### config.mk
export PLATFORM = sky130hd
export DESIGN_NAME = punctuation_literal_tokenizer
export DESIGN_NICKNAME = d
export VERILOG_FILES = /design/src/hw/rtl/plt_pkg.sv /design/src/hw/rtl/plt_front.sv /design/src/hw/rtl/plt_queue.sv /design/src/hw/rtl/plt_back.sv /design/src/hw/rtl/punctuation_literal_tokenizer.sv
export SDC_FILE = /design/constraint.sdc
export NUM_CORES = 1
export LEC_CHECK = 0
export ABC_AREA = 1
export BUFFER_PORTS_ARGS = -buffer_cell sky130_fd_sc_hd__buf_2
export CAP_MARGIN = 20
export CORE_MARGIN = 1
export CORE_UTILIZATION = 60
export CTS_CLUSTER_SIZE = 30
export DETAILED_ROUTE_END_ITERATION = 10
export PLACE_DENSITY_LB_ADDON = 0.05
export SLEW_MARGIN = 20
export SYNTH_ARGS = -nofsm -noshare
export SYNTH_HDL_FRONTEND = slang
export SYNTH_HIERARCHICAL = 1
export SYNTH_SLANG_ARGS = --single-unit
### constraint.sdc
create_clock -name clk -period 3.9 [get_ports clk]
set_clock_uncertainty 0.05 [all_clocks]
set_input_delay 0.39 -clock clk [delete_from_list [all_inputs] [get_ports clk]]
set_output_delay 0.39 -clock clk [all_outputs]
set_load 0.05 [all_outputs]
### src/hw/rtl/plt_pkg.sv
// Package for the punctuation/literal tokenizer.
// Holds token kinds, character codes, command and state types, and counter helpers.
// No dependencies.
package plt_pkg;

  localparam int MAX_LITERAL = 32;
  localparam int LEN_W = $clog2(MAX_LITERAL + 1);
  localparam int ADDR_W = (MAX_LITERAL > 1) ? $clog2(MAX_LITERAL) : 1;
  localparam int CNT_W = 16;
  localparam logic [CNT_W-1:0] CNT_MAX = '1;

  localparam logic [2:0] KIND_LITERAL = 3'd0;
  localparam logic [2:0] KIND_LPAREN = 3'd1;
  localparam logic [2:0] KIND_RPAREN = 3'd2;
  localparam logic [2:0] KIND_COMMA = 3'd3;
  localparam logic [2:0] KIND_MINUS = 3'd4;
  localparam logic [2:0] KIND_COLON = 3'd5;
  localparam logic [2:0] KIND_DOT = 3'd6;
  localparam logic [2:0] KIND_END = 3'd7;

  localparam logic [7:0] CH_LPAREN = 8'h28;
  localparam logic [7:0] CH_RPAREN = 8'h29;
  localparam logic [7:0] CH_COMMA = 8'h2C;
  localparam logic [7:0] CH_MINUS = 8'h2D;
  localparam logic [7:0] CH_COLON = 8'h3A;
  localparam logic [7:0] CH_DOT = 8'h2E;
  localparam logic [7:0] CH_NL = 8'h0A;
  localparam logic [7:0] CH_SPACE = 8'h20;
  localparam logic [7:0] CH_CR = 8'h0D;

  localparam logic MODE_END = 1'b1;

  typedef enum logic [2:0] {
    OP_LIT,
    OP_SPACE,
    OP_NL,
    OP_DOT,
    OP_PUNCT,
    OP_END
  } op_t;

  typedef struct packed {
    op_t        op;
    logic [7:0] ch;
    logic [2:0] kind;
  } cmd_t;

  typedef enum logic [1:0] {
    ST_IDLE,
    ST_FLUSH,
    ST_PUNCT
  } st_t;

  function automatic logic [CNT_W-1:0] sat_inc(input logic [CNT_W-1:0] v);
    sat_inc = (v == CNT_MAX) ? v : v + 1'b1;
  endfunction

endpackage

### src/hw/rtl/plt_front.sv
// Front end: accepts text items and classifies each into a back-end command.
// Depends on plt_pkg.
module plt_front import plt_pkg::*; (
  input  logic       clk,
  input  logic       rst,
  input  logic       item_valid,
  output logic       item_ready,
  input  logic [7:0] char_code,
  input  logic       mode,
  output logic       cmd_valid,
  input  logic       cmd_ready,
  output cmd_t       cmd
);

  cmd_t cls;
  logic hold_valid;

  always_comb begin
    cls.ch = char_code;
    cls.kind = KIND_LITERAL;
    cls.op = OP_LIT;
    if (mode == MODE_END) begin
      cls.op = OP_END;
      cls.kind = KIND_END;
    end else begin
      case (char_code)
        CH_LPAREN: begin cls.op = OP_PUNCT; cls.kind = KIND_LPAREN; end
        CH_RPAREN: begin cls.op = OP_PUNCT; cls.kind = KIND_RPAREN; end
        CH_COMMA:  begin cls.op = OP_PUNCT; cls.kind = KIND_COMMA; end
        CH_MINUS:  begin cls.op = OP_PUNCT; cls.kind = KIND_MINUS; end
        CH_COLON:  begin cls.op = OP_PUNCT; cls.kind = KIND_COLON; end
        CH_DOT:    begin cls.op = OP_DOT; cls.kind = KIND_DOT; end
        CH_NL:     cls.op = OP_NL;
        default: begin
          if (char_code inside {CH_SPACE, CH_CR}) begin
            cls.op = OP_SPACE;
          end
        end
      endcase
    end
  end

  assign item_ready = !hold_valid || cmd_ready;
  assign cmd_valid = hold_valid;

  always_ff @(posedge clk) begin
    if (rst) begin
      hold_valid <= 1'b0;
    end else if (item_ready) begin
      hold_valid <= item_valid;
    end
  end

  always_ff @(posedge clk) begin
    if (item_valid && item_ready) begin
      cmd <= cls;
    end
  end

endmodule

### src/hw/rtl/plt_queue.sv
// Two-entry command queue between the front end and the back end.
// Depends on plt_pkg.
module plt_queue import plt_pkg::*; (
  input  logic clk,
  input  logic rst,
  input  logic push_valid,
  output logic push_ready,
  input  cmd_t push_cmd,
  output logic pop_valid,
  input  logic pop_ready,
  output cmd_t pop_cmd
);

  cmd_t       entry [2];
  logic       wr_ptr;
  logic       rd_ptr;
  logic [1:0] count;
  logic       push;
  logic       pop;

  assign push_ready = (count != 2'd2);
  assign pop_valid = (count != 2'd0);
  assign pop_cmd = entry[rd_ptr];
  assign push = push_valid && push_ready;
  assign pop = pop_valid && pop_ready;

  always_ff @(posedge clk) begin
    if (rst) begin
      wr_ptr <= 1'b0;
      rd_ptr <= 1'b0;
      count <= 2'd0;
    end else begin
      if (push) begin
        wr_ptr <= !wr_ptr;
      end
      if (pop) begin
        rd_ptr <= !rd_ptr;
      end
      case ({push, pop})
        2'b10:   count <= count + 2'd1;
        2'b01:   count <= count - 2'd1;
        default: count <= count;
      endcase
    end
  end

  always_ff @(posedge clk) begin
    if (push) begin
      entry[wr_ptr] <= push_cmd;
    end
  end

endmodule

### src/hw/rtl/plt_back.sv
// Back end: literal buffer, line/column counters, flush sequencer, output register.
// Depends on plt_pkg.
module plt_back import plt_pkg::*; (
  input  logic              clk,
  input  logic              rst,
  input  logic              cmd_valid,
  output logic              cmd_ready,
  input  cmd_t              cmd,
  output logic              token_valid,
  input  logic              token_ready,
  output logic [2:0]        token_kind,
  output logic [7:0]        char_value,
  output logic [CNT_W-1:0]  token_line,
  output logic [CNT_W-1:0]  token_column,
  output logic              truncated,
  output logic              last_of_token,
  output logic              last
);

  logic [7:0]       mem [MAX_LITERAL];
  logic [7:0]       rd_data;

  st_t              state, state_next;
  logic [CNT_W-1:0] line, line_next;
  logic [CNT_W-1:0] col, col_next;
  logic [LEN_W-1:0] len, len_next;
  logic             ovf, ovf_next;
  logic [2:0]       pend_kind;
  logic             pend_nl;
  logic [CNT_W-1:0] flush_col;
  logic [LEN_W-1:0] rd_idx;
  logic [LEN_W-1:0] out_idx;
  logic             rd_pend;

  logic             can_load;
  logic             pop;
  logic             emit_lit;
  logic             last_lit;
  logic             rd_en;
  logic             wr_en;
  logic             emit_end;
  logic             emit_punct;
  logic [CNT_W-1:0] len_ext;
  logic [CNT_W-1:0] punct_col;

  assign can_load = !token_valid || token_ready;
  assign cmd_ready = (state == ST_IDLE) && (cmd.op != OP_END || can_load);
  assign pop = cmd_valid && cmd_ready;
  assign emit_end = pop && (cmd.op == OP_END);
  assign emit_lit = (state == ST_FLUSH) && rd_pend && can_load;
  assign last_lit = emit_lit && (out_idx == LEN_W'(len - 1'b1));
  assign rd_en = (state == ST_FLUSH) && (rd_idx < len) && (!rd_pend || emit_lit);
  assign emit_punct = (state == ST_PUNCT) && can_load;
  assign wr_en = pop && (cmd.op == OP_LIT) && (len < LEN_W'(MAX_LITERAL));
  assign len_ext = CNT_W'(len);
  assign punct_col = sat_inc((col >= len_ext) ? col - len_ext : '0);

  always_comb begin
    state_next = state;
    case (state)
      ST_IDLE: begin
        if (pop) begin
          if (cmd.op == OP_PUNCT || cmd.op == OP_DOT) begin
            state_next = (len == '0) ? ST_PUNCT : ST_FLUSH;
          end else if (cmd.op == OP_NL && len != '0) begin
            state_next = ST_FLUSH;
          end
        end
      end
      ST_FLUSH: begin
        if (last_lit) begin
          state_next = pend_nl ? ST_IDLE : ST_PUNCT;
        end
      end
      ST_PUNCT: begin
        if (can_load) begin
          state_next = ST_IDLE;
        end
      end
      default: state_next = ST_IDLE;
    endcase
  end

  always_comb begin
    line_next = line;
    col_next = col;
    len_next = len;
    ovf_next = ovf;
    if (pop) begin
      case (cmd.op)
        OP_LIT: begin
          if (len < LEN_W'(MAX_LITERAL)) begin
            len_next = len + 1'b1;
          end else begin
            ovf_next = 1'b1;
          end
          col_next = sat_inc(col);
        end
        OP_SPACE: col_next = sat_inc(col);
        OP_NL: begin
          if (len == '0) begin
            line_next = sat_inc(line);
            col_next = '0;
          end
        end
        OP_END: begin
          line_next = CNT_W'(1);
          col_next = '0;
          len_next = '0;
          ovf_next = 1'b0;
        end
        default: ;
      endcase
    end
    if (last_lit) begin
      len_next = '0;
      ovf_next = 1'b0;
      if (pend_nl) begin
        line_next = sat_inc(line);
        col_next = '0;
      end
    end
    if (emit_punct) begin
      col_next = sat_inc(col);
    end
  end

  always_ff @(posedge clk) begin
    if (rst) begin
      state <= ST_IDLE;
      line <= CNT_W'(1);
      col <= '0;
      len <= '0;
      ovf <= 1'b0;
      rd_pend <= 1'b0;
      rd_idx <= '0;
      out_idx <= '0;
      token_valid <= 1'b0;
    end else begin
      state <= state_next;
      line <= line_next;
      col <= col_next;
      len <= len_next;
      ovf <= ovf_next;
      if (pop) begin
        rd_pend <= 1'b0;
        rd_idx <= '0;
        out_idx <= '0;
      end else begin
        if (rd_en) begin
          rd_pend <= 1'b1;
          rd_idx <= rd_idx + 1'b1;
        end else if (emit_lit) begin
          rd_pend <= 1'b0;
        end
        if (emit_lit) begin
          out_idx <= out_idx + 1'b1;
        end
      end
      if (emit_end || emit_lit || emit_punct) begin
        token_valid <= 1'b1;
      end else if (token_ready) begin
        token_valid <= 1'b0;
      end
    end
  end

  always_ff @(posedge clk) begin
    if (wr_en) begin
      mem[len[ADDR_W-1:0]] <= cmd.ch;
    end
    if (rd_en) begin
      rd_data <= mem[rd_idx[ADDR_W-1:0]];
    end
  end

  always_ff @(posedge clk) begin
    if (pop) begin
      pend_kind <= cmd.kind;
      pend_nl <= (cmd.op == OP_NL);
      flush_col <= (cmd.op == OP_PUNCT) ? punct_col : col;
    end
    if (emit_end) begin
      token_kind <= KIND_END;
      char_value <= '0;
      token_line <= line;
      token_column <= col;
      truncated <= 1'b0;
      last_of_token <= 1'b1;
      last <= 1'b1;
    end else if (emit_lit) begin
      token_kind <= KIND_LITERAL;
      char_value <= rd_data;
      token_line <= line;
      token_column <= flush_col;
      truncated <= ovf;
      last_of_token <= last_lit;
      last <= last_lit && pend_nl;
    end else if (emit_punct) begin
      token_kind <= pend_kind;
      char_value <= '0;
      token_line <= line;
      token_column <= col;
      truncated <= 1'b0;
      last_of_token <= 1'b1;
      last <= 1'b1;
    end
  end

endmodule

### src/hw/rtl/punctuation_literal_tokenizer.sv
// Top level of the punctuation/literal tokenizer: front end, command queue, back end.
// Depends on plt_pkg, plt_front, plt_queue, plt_back.
//
//   Channel  Handshake                  Payload
//   item     item_valid / item_ready    char_code, mode
//   token    token_valid / token_ready  token_kind, char_value, token_line,
//                                       token_column, truncated, last_of_token, last
//
// Ordinary bytes, space, CR and empty newlines are handled in the back end's idle state.
// A delimiter with a pending literal starts a flush: each buffered character is read from
// the buffer via a read register; the punctuation token then follows unless it is a newline.
// The back end handles one command at a time; a two-entry queue lets the front keep accepting.
// Reset is synchronous; line starts at 1, column at 0, buffer empty.
// A stalled token output holds flushes and token emission; the front stalls on a full queue.
module punctuation_literal_tokenizer import plt_pkg::*; (
  input  logic              clk,
  input  logic              rst,
  input  logic              item_valid,
  output logic              item_ready,
  input  logic [7:0]        char_code,
  input  logic              mode,
  output logic              token_valid,
  input  logic              token_ready,
  output logic [2:0]        token_kind,
  output logic [7:0]        char_value,
  output logic [CNT_W-1:0]  token_line,
  output logic [CNT_W-1:0]  token_column,
  output logic              truncated,
  output logic              last_of_token,
  output logic              last
);

  logic f_valid;
  logic f_ready;
  cmd_t f_cmd;
  logic q_valid;
  logic q_ready;
  cmd_t q_cmd;

  plt_front u_front (
    .clk        (clk),
    .rst        (rst),
    .item_valid (item_valid),
    .item_ready (item_ready),
    .char_code  (char_code),
    .mode       (mode),
    .cmd_valid  (f_valid),
    .cmd_ready  (f_ready),
    .cmd        (f_cmd)
  );

  plt_queue u_queue (
    .clk        (clk),
    .rst        (rst),
    .push_valid (f_valid),
    .push_ready (f_ready),
    .push_cmd   (f_cmd),
    .pop_valid  (q_valid),
    .pop_ready  (q_ready),
    .pop_cmd    (q_cmd)
  );

  plt_back u_back (
    .clk           (clk),
    .rst           (rst),
    .cmd_valid     (q_valid),
    .cmd_ready     (q_ready),
    .cmd           (q_cmd),
    .token_valid   (token_valid),
    .token_ready   (token_ready),
    .token_kind    (token_kind),
    .char_value    (char_value),
    .token_line    (token_line),
    .token_column  (token_column),
    .truncated     (truncated),
    .last_of_token (last_of_token),
    .last          (last)
  );

endmodule
Yosys cells after proc, flatten, opt, wreduce, memory -nomap -nowiden

Memories as Yosys holds them, arrays and structs flattened. A register that Yosys moved wholly into a read port is not among the register bits.
Index checks and enable logic that the tools add are counted.

Reductions and logical operators: 46
Magnitude comparators: 3
Equal/unequal tests: 30
Add/subtract/negate cells: 10
Mux-type cells: 57

Operator list:

| operator              | number |
|---|---|
| $mux 16               | 20 |
| $eq 8x6->1 const B    | 7 |
| $add 16x1->16 const B | 3 |
| $eq 16x16->1 const B  | 3 |
| $pmux 16 s3           | 1 |
| $pmux 16 s2           | 1 |
| $add 6x1->6 const B   | 3 |
| $pmux 3 s6            | 1 |
| $mux 1                | 17 |
| $eq 8x4->1 const B    | 2 |
| $ge 16x6->1           | 1 |
| $mux 8                | 2 |
| $sub 16x6->16         | 1 |
| $logic_and 1x1->1     | 15 |
| $mux 2                | 7 |
| $reduce_bool 2->1     | 7 |
| $pmux 6 s2            | 1 |
| $pmux 3 s3            | 1 |
| $logic_or 1x1->1      | 7 |
| $eq 3x2->1 const B    | 2 |
| $eq 3x3->1 const B    | 2 |
| $eq 6x6->1            | 1 |
| $logic_not 6->1       | 1 |
| $lt 6x6->1            | 1 |
| other kinds (24)      | 39 |

Register bits: 140
RAM bits: 284
Memories kept: 2
Output and inout bits: 48
Logic and storage cells: 174

Memory list:

| name          | depth | width | read ports | clocked after Yosys merged registers in | wr ports | RTL line        | RTL |
|---|---|---|---|---|---|---|---|
| u_back.mem    | 32    | 8     | 1          | 1                                       | 1        | plt_back.sv:20  | `logic [7:0] mem [MAX_LITERAL];` |
| u_queue.entry | 2     | 14    | 1          | 1                                       | 1        | plt_queue.sv:14 | `cmd_t entry [2];` |

Logic depth before layout (Yosys ltp)

Gate-level depths: netlist of the first run.

Word-level depth: 9
Gate-level depth with buffers: 22
Depth with buffers taken out: 21

Cells and area by module

The synthesis of the first run kept the hierarchy.

Modules (own cells, without submodules):

| module    | area an instance (um^2) | cells an instance | seq. area each (um^2) | times used |
|---|---|---|---|---|
| plt_back  | 17481.8                 | 1735              | 10870.4               | 1 |
| plt_queue | 1256.2                  | 81                | 940.9                 | 1 |
| plt_front | 675.6                   | 72                | 440.4                 | 1 |

Least setup slack after synthesis of the first run

No wires, ideal clock.

Path kind: reg-to-reg
Start point: reg u_back.col[0]
End point: reg u_back.flush_col[0], data pin
Setup time: 254 ps
Data required time: 3596 ps
Period minus slack after synthesis: 3076 ps
Data arrival time: 2772 ps
Stages on the path, launching flop included: 21
Setup slack: 824 ps
Cell sequence: dfxtp_1 -> inv_1 -> ha_1 -> fa_1 -> inv_1 -> nand3_1 -> nand2_1 -> a21oi_2 -> nand2_4 -> inv_2 -> nor2_1 -> ha_1 -> nand2_1 -> nor2_2 -> nand2_2 -> nor2_8 -> nand2_1 -> nor2_1 -> nand2_1 -> nand3_1 -> nand2_1

Word-level cells in the longest chain between the ends: 5

Ends and longest elaborated chain:

| element                                       | RTL line        | RTL |
|---|---|---|
| start: declaration                            | plt_back.sv:25  | `logic [CNT_W-1:0] col, col_next;` |
| start signal: assignment                      | plt_back.sv:142 | `col <= col_next;` |
| $sub 16x6->16 or $ge 16x6->1 (tied branches)  | plt_back.sv:56  | `assign punct_col = sat_inc((col >= len_ext) ? col - len_ext : '0);` |
| $mux 16                                       | plt_back.sv:56  |  |
| $add 16x1->16 or $eq 16x16->1 (tied branches) | plt_pkg.sv:55   | `sat_inc = (v == CNT_MAX) ? v : v + 1'b1;` |
| $mux 16                                       | plt_pkg.sv:55   |  |
| $mux 16 *                                     | plt_back.sv:181 | `flush_col <= (cmd.op == OP_PUNCT) ? punct_col : col;` |
| end signal: assignment                        | plt_back.sv:181 |  |
| end: declaration                              | plt_back.sv:30  | `logic [CNT_W-1:0] flush_col;` |

Every way passes the cells marked *; elsewhere a longest branch is shown, timed or not.
A chain may end at the register's enable or synchronous reset.

Worst setup path after layout of the first run

Ends and elaborated chain as after synthesis.

==> results of run 1 <==
[path summary, 6_finish.rpt]
kind                                             to  slack [ns]  cells past startpoint
worst max-delay path            u_back/flush_col[0]        0.30                     20
worst min-delay path                 u_front/cmd[7]        0.02                      1
worst max register to register  u_back/flush_col[0]        0.30                     20
worst min register to register  u_queue/entry[0][3]        0.40                      0
[logic make-up (layout without fill, tap and decap cells)]
logic type | after synthesis | after routing
compound gates | 363 | 363
xor+xnor | 32 | 32
simple gates | 796 | 796
flops | 433 | 433
mux | 14 | 14
fa+ha+maj | 22 | 22
buf+inv | 228 | 333
[worst max-delay path, cell delays in order (launching register included)]
cell and delay (ns):
dfxtp_1 0.44, inv_1 0.11, ha_1 0.24, fa_1 0.40, inv_1 0.09, nand3_1 0.07, nand2_1 0.17, a21oi_2 0.11
nand2_4 0.19, inv_2 0.10, nor2_1 0.19, ha_1 0.23, nand2_1 0.07, nor2_2 0.15, nand2_2 0.12, nor2_8 0.17
nand2_1 0.09, nor2_1 0.16, nand2_1 0.07, nand3_1 0.07, nand2_1 0.05
[through the flow]
step           setup WS, ns  total power [W]  std cells    util  area (um^2)
6_report             0.2962          0.01262       2395  0.6849        21720
5_1_grt             0.02190          0.01315       2395  0.6849        21720
4_1_cts              0.3588          0.01267       2395  0.6849        21720
3_5_place_dp         0.3979         0.008466       2313  0.6376        20220
3_3_place_gp         0.4981         0.008445       2313  0.6375        20220
2_1_floorplan        0.8244         0.007670       1888       -        19410
[cells in the final DEF, fill, tap and decap left out, drive strengths merged, types with 26 or more instances in the layout]
cell / synthesis / layout
o21ai: 188 / 188
clkbuf: 60 / 52
buf: 19 / 102
dfxtp: 75 / 75
nand2: 316 / 316
edfxtp: 358 / 358
nand4: 27 / 27
o22ai: 40 / 40
nor2: 301 / 301
nand3: 116 / 116
inv: 145 / 145
a21oi: 70 / 70
o221ai: 26 / 26
[area by class of cell]
type	count	area, um^2	area share
inverters	149	560.5	0.02580
clock inverters	27	300.3	0.01382
well taps	402	503.0	0.02315
clock buffers	52	1171	0.05391
repair buffers	105	658.1	0.03029
flip-flops and latches	433	12260	0.5642
multi-input cells	1227	6275	0.2888
[state kept, by name, indices dropped and copies added (netlist names), 8 cells and up, named ones only]
| register | flops |
|---|---|
| u_back/mem | 256 |
| u_queue/entry | 28 |
| u_back/col | 16 |
| u_back/flush_col | 16 |
| u_back/line | 16 |
| u_back/token_column | 16 |
| u_back/token_line | 16 |
| u_front/cmd | 14 |
| u_back/char_value | 8 |
| u_back/rd_data | 8 |
[layer usage]
| metal | routed length, um | vias up | GRT usage | share of wire |
|---|---|---|---|---|
| met4 | 1162 | 0 | 0.08908 | 0.025 |
| met1 | 20430 | 6764 | 0.3997 | 0.43 |
| met2 | 22430 | 522 | 0.4788 | 0.48 |
| li1 | - | 6761 | - | - |
| met5 | 0 | - | 0 | 0 |
| met3 | 3005 | 79 | 0.03871 | 0.064 |
[power by group through the flow]
stage	registers (W)	clock network (W)	logic [W]
after floorplan	0.00609	0	0.00158
after global placement	0.00579	0	0.00265
after detailed placement	0.00580	0	0.00267
after CTS	0.00570	0.00428	0.00268
after global routing	0.00573	0.00446	0.00295
final	0.00570	0.00422	0.00270
==> impl_results.md, run 1 <==
* Netlist cell types at 55
* Layout cells sized above 1 at 0.1310
* CTS tree: built
* Final nets at 1,994
* RSZ-0062 raised after global routing: false
* Post-Synth Adder-Cell Area at 0.01457
* XOR/XNOR Fraction of Synth Area at 0.01444
* Die Area at 33,080 um^2
* WS Path Type: reg -> reg
* Status: completed
* Leakage at 7.988 nW
* Post-Syn Nets at 1,923
* Die Ht at 181.9 um
* Global-route wire length before repair at 73,930 um
* Worst-Skew Late Latency at 0.56 ns
* DRC errors left at 0
* Largest family of logic cells by synthesized area: simple AND/OR/NAND/NOR gates
* Setup TNS at 0 ns
* Post-cts hold buffer count at 3
* Syn. warnings at 6
* Worst path required time at 4.16 ns
* Fmax at 277.5 MHz
* Predominant post-synthesis flop cell: edfxtp_1
* Total core area at 31,720 um^2
* Clock Power Share at 0.334
* Final Hold Fails at 0
* Via count at 14,130
* Routed Wire Length at 47,020 um
* Synth Instances at 1,888
* CP Launch Type: flop
* Count leader, synth: edfxtp_1
* Via/cell ratio at 5.898
* Num CTS Buffers at 43
* Hold Crit Start: char_code[4]
* Starting Density at 0.6121
* Clk root buf: clkbuf_16
* DPL Wire Length at 31,570 um
* Bufs on Longest Clock Path at 3
* Min Hold Slack at 0.01914 ns
* Resize count post-CTS at 0
* Top cell type's share of synthesized area at 0.5538
* Register area share after synthesis at 0.6311
* FF-to-FF Start: u_back/col[0]
* Mean routed wirelength per cell at 19.63 um
* Port bufs at 60
* Complex-gate fraction of the synthesized area at 0.1085
* Final Max Tran Viols at 0
* Maximum vdd ir drop at 568.9 uV
* Combinational Power Share at 0.214
* EDFF count, synth at 358
* Maximum capacitance violations at 0
* Routability cong. at 1.009
* CP Data Arrival Time at 3.87 ns
* Syn Std Cell Area at 19,410 um^2
* CP startpoint: u_back/col[0]
* CTS clk-pin slew, worst paths at 0.06 ns
* Synth cell count leaders: edfxtp_1, nand2_1, nor2_1
* Synthesized area per cell at 10.28 um^2
* Sequential group share of total power at 0.452
* Initial antenna violation count at 0
* Vias in the first global route at 13,460
* Final ANT Viol Nets at 0
* PD cells at 580.8 nW/um^2
* Period utilization at 0.9240
* Min-Delay Path Class: in -> reg
* Post-CTS setup buffer count at 0
* Internal at 0.008739 W
* H-Tree Depth at 2
* Iteration-0 DRC Markers at 1,460
* #FFs+latches synth at 433
* Largest net degree at the start of global routing at 80
* GR Util All Layers at 0.2891
* Tightest Pin Transition at 1.066 ns
* Area delta synth->final at 11.90%
* Pre-antenna DRT Iters at 7
* Sw Ratio at 0.3073
* Clock Sink Count at 433
* Largest area contributor in the netlist: edfxtp_1
* Psw at 0.003878 W
* Fillers at 2,411
* Area contributors post-synth: edfxtp_1, dfxtp_1, nand2_1, nor2_1, o21ai_0
* Ant diodes at 0
* Rel. slew slack at 0.2869
* Die W at 181.9 um
* Post-Synth Simple-Gate Area at 0.1775
* Fin crit period at 3.604 ns
* CP Max Fanout at 17
* Number of I/O pins at 61
* Crit. End Element: flop
* Final Setup Violations at 0
* Grt total ovfl at 0
* Mux contribution to synthesized area at 0.008121
* # rows at 65
* FFs w/ async S/R, synth at 0
No activity file was read; power rests on OpenSTA's default activity.
==> run 2, diff against run 1 <==
--- a/config.mk
+++ b/config.mk
@@ -5,7 +5,6 @@
 export SDC_FILE = /design/constraint.sdc
 export NUM_CORES = 1
 export LEC_CHECK = 0
-export ABC_AREA = 1
 export BUFFER_PORTS_ARGS = -buffer_cell sky130_fd_sc_hd__buf_2
 export CAP_MARGIN = 20
 export CORE_MARGIN = 1
==> constraint.sdc (replaced) <==
create_clock -name clk -period 3.9 [get_ports clk]
set_clock_uncertainty 0.05 [all_clocks]
set_input_delay 0.195 -clock clk [delete_from_list [all_inputs] [get_ports clk]]
set_output_delay 0.195 -clock clk [all_outputs]
set_load 0.05 [all_outputs]
==> run 2 against run 1 <==
  * Global-route usage decreased by 2.3 points
  * Count of clock-buffer cells in the layout is 10 higher
  * Critical endpoint is now u_back/flush_col[7]
  * Combinational power decreased by 44%
  * Largest cell class unchanged
  * Synthesized area down 4.1%
  * Power fell by 13%
  * Synthesized cell count shrank 33%
  * Design area fell by 2.0%
  * Highest routed layer is now met5
==> impl_results.md, run 2 <==
* CTS tree: built
* Tightest Pin Transition at 1.015 ns
* Post-Syn Nets at 1,296
* #FFs+latches synth at 433
* CTS clk-pin slew, worst paths at 0.06 ns
* Syn Std Cell Area at 18,620 um^2
* Die Ht at 178.1 um
* Vias in the first global route at 11,050
* CP Launch Type: flop
* Area delta synth->final at 14.36%
* DRC errors left at 0
* Hold Crit Depth at 3
* Synthesized area per cell at 14.76 um^2
* Worst-Skew Late Latency at 0.54 ns
* Maximum vdd ir drop at 342.9 uV
* CP startpoint: u_back/col[0]
* Total power at 0.01101 W
* Largest area contributor in the netlist: edfxtp_1
* Final Max Tran Viols at 0
* Synth cell count leaders: edfxtp_1, nand2_1, nor2_1
* Maximum capacitance violations at 0
* Mean routed wirelength per cell at 22.29 um
* Final nets at 1,432
* Min-Delay Path Class: in -> reg
* H-Tree Depth at 2
* Worst path required time at 4.13 ns
* Die Area at 31,730 um^2
* FFs w/ async S/R, synth at 0
* Via/cell ratio at 6.191
* Final Hold Fails at 0
* Area contributors post-synth: edfxtp_1, mux4_2, dfxtp_1, nand2_1, nor2_1
* Setup TNS at 0 ns
* Worst reg2reg path depth at 13
* Top cell type's share of synthesized area at 0.5775
* Routability cong. at 0.9034
* Commonest non-fill, non-tap cell in the layout: edfxtp_1
* Initial antenna violation count at 1
* Ant diodes at 0
* Largest net degree at the start of global routing at 68
* Pre-antenna DRT Iters at 5
* FF-to-FF End: u_back/flush_col[7]
* Bufs on Longest Clock Path at 3
* Layout cells sized above 1 at 0.2296
* Grt total ovfl at 0
* Starting Density at 0.6086
* Fmax at 271.1 MHz
* Number of I/O pins at 61
* Port bufs at 60
* Final Setup Violations at 0
* Register area share after synthesis at 0.6582
* Non-Filler Instances at 1,829
* # rows at 64
* Predominant post-synthesis flop cell: edfxtp_1
* Final ANT Viol Nets at 0
* EDFF count, synth at 358
* GR Util All Layers at 0.2658
* Netlist cell types at 79
* Crit. End Element: flop
* Clock Sink Count at 433
* Rel. slew slack at 0.3230
* FF-to-FF Start: u_back/col[0]
* Die W at 178.1 um
* Hold Crit Start: token_ready
* Most frequent cells in the layout: edfxtp_1, nand2_1, nor2_1
* Cells after DPL at 1,730
* Status: completed
* Via count at 11,320
* Iteration-0 DRC Markers at 926
* CP Max Fanout at 6
* DPL Wire Length at 26,300 um
* Count leader, synth: edfxtp_1
* Period utilization at 0.9460
* Fin crit period at 3.689 ns
* Flop-to-flop setup slack at 0.21 ns
* Routed Wire Length at 40,780 um
* Leakage at 7.198 nW
* PD cells at 517.2 nW/um^2
* Total core area at 30,590 um^2
* WS Path Type: reg -> reg
* Max reg flops at 256
* CP Data Arrival Time at 3.91 ns
* Syn. warnings at 6
* Num CTS Buffers at 44
* Synth Instances at 1,261
* Worst Hold Endpoint: u_back/token_valid
* Clk root buf: clkbuf_16
* Global-route wire length before repair at 62,810 um
run 2: cell types whose count changed in the layout (fill, tap and decap cells not counted), moves of 25 or more:
cell      before  now
nand3_1      112   28
o221ai_1      26    1
inv_1        122   24
o21ai_0      180   44
mux4_2         0   80
a21oi_1       67   42
nor2_1       282  102
nand2_1      299  115
buf_4         41   80
o22ai_1       40    2
run 2: worst max path at each step:
stage,end,slack (ns),depth (start not counted)
after floorplan,u_back/flush_col[7],0.01,16
after global placement,u_back/flush_col[7],0.24,14
after detailed placement,u_back/flush_col[7],0.15,13
after CTS,u_back/flush_col[7],0.13,14
after global routing,u_back/flush_col[7],-0.01,13
final,u_back/flush_col[7],0.21,13
run 2: worst max-delay path, stage by stage (launching register included):
cell and delay (ns):
dfxtp_1 0.33, inv_1 0.06, ha_1 0.22, fa_2 0.38
nand2b_1 0.19, a211o_1 0.30, buf_4 0.16, nand2_1 0.10
nand3_1 0.19, a2111oi_4 0.56, nand4_4 0.19, a211o_1 0.31
nand2_1 0.07, mux2_1 0.32
run 2: stage by stage:
step | worst slack [ns] | area, um^2 | util | hold WS, ns
2_1_floorplan | 0.01419 | 18630 | - | 0.2141
4_1_cts | 0.1255 | 21220 | 0.6936 | 0.1072
3_5_place_dp | 0.1482 | 19750 | 0.6457 | 0.3389
6_report | 0.2108 | 21290 | 0.6959 | 0.1337
5_1_grt | -0.01372 | 21290 | 0.6959 | 0.1795
3_3_place_gp | 0.2387 | 19750 | 0.6457 | 0.3471
run 2: area by class of cell:
| type | count | area [um^2] |
|---|---|---|
| clock buffer | 62 | 1241 |
| inverter | 24 | 90.09 |
| multi-input combinational | 743 | 6060 |
| sequential | 433 | 12260 |
| timing repair buffer | 151 | 1021 |
| tap | 396 | 495.5 |
| clock inverter | 20 | 123.9 |
| fill | 2082 | 9301 |
run 2: cell families after synthesis:
| group | Yosys count | synth area share |
|---|---|---|
| DFF | 433 | 0.6582 |
| and+or+nand+nor | 362 | 0.09531 |
| adders and majority gates | 22 | 0.01519 |
| AOI/OAI and AO/OA | 196 | 0.07286 |
| muxes | 114 | 0.1166 |
| buffers and inverters | 86 | 0.01929 |
| xor gates and xnor gates | 48 | 0.02258 |
run 2: metal layers:
metal  global-route usage  vias up  wire length, um
met5                    0        -               13
met4              0.08120        2              917
met3              0.03708       64             2286
met2               0.4441      411            20180
met1               0.3639     5683            17380
li1                     -     5163                -
run 2: where the power goes:
| group | internal, W | switching (W) | total, W |
|---|---|---|---|
| registers | 0.00545 | 0.0000891 | 0.00554 |
| logic | 0.000449 | 0.00107 | 0.00152 |
| clock network | 0.00228 | 0.00167 | 0.00395 |
| total | 0.00818 | 0.00283 | 0.0110 |
run 2: timing repair:
item	CTS	global route
buffers inserted	0	6
endpoints found under the setup margin	0	9
hold buffers	10	0
resized for setup	0	3
hold endpoints to repair	15	0
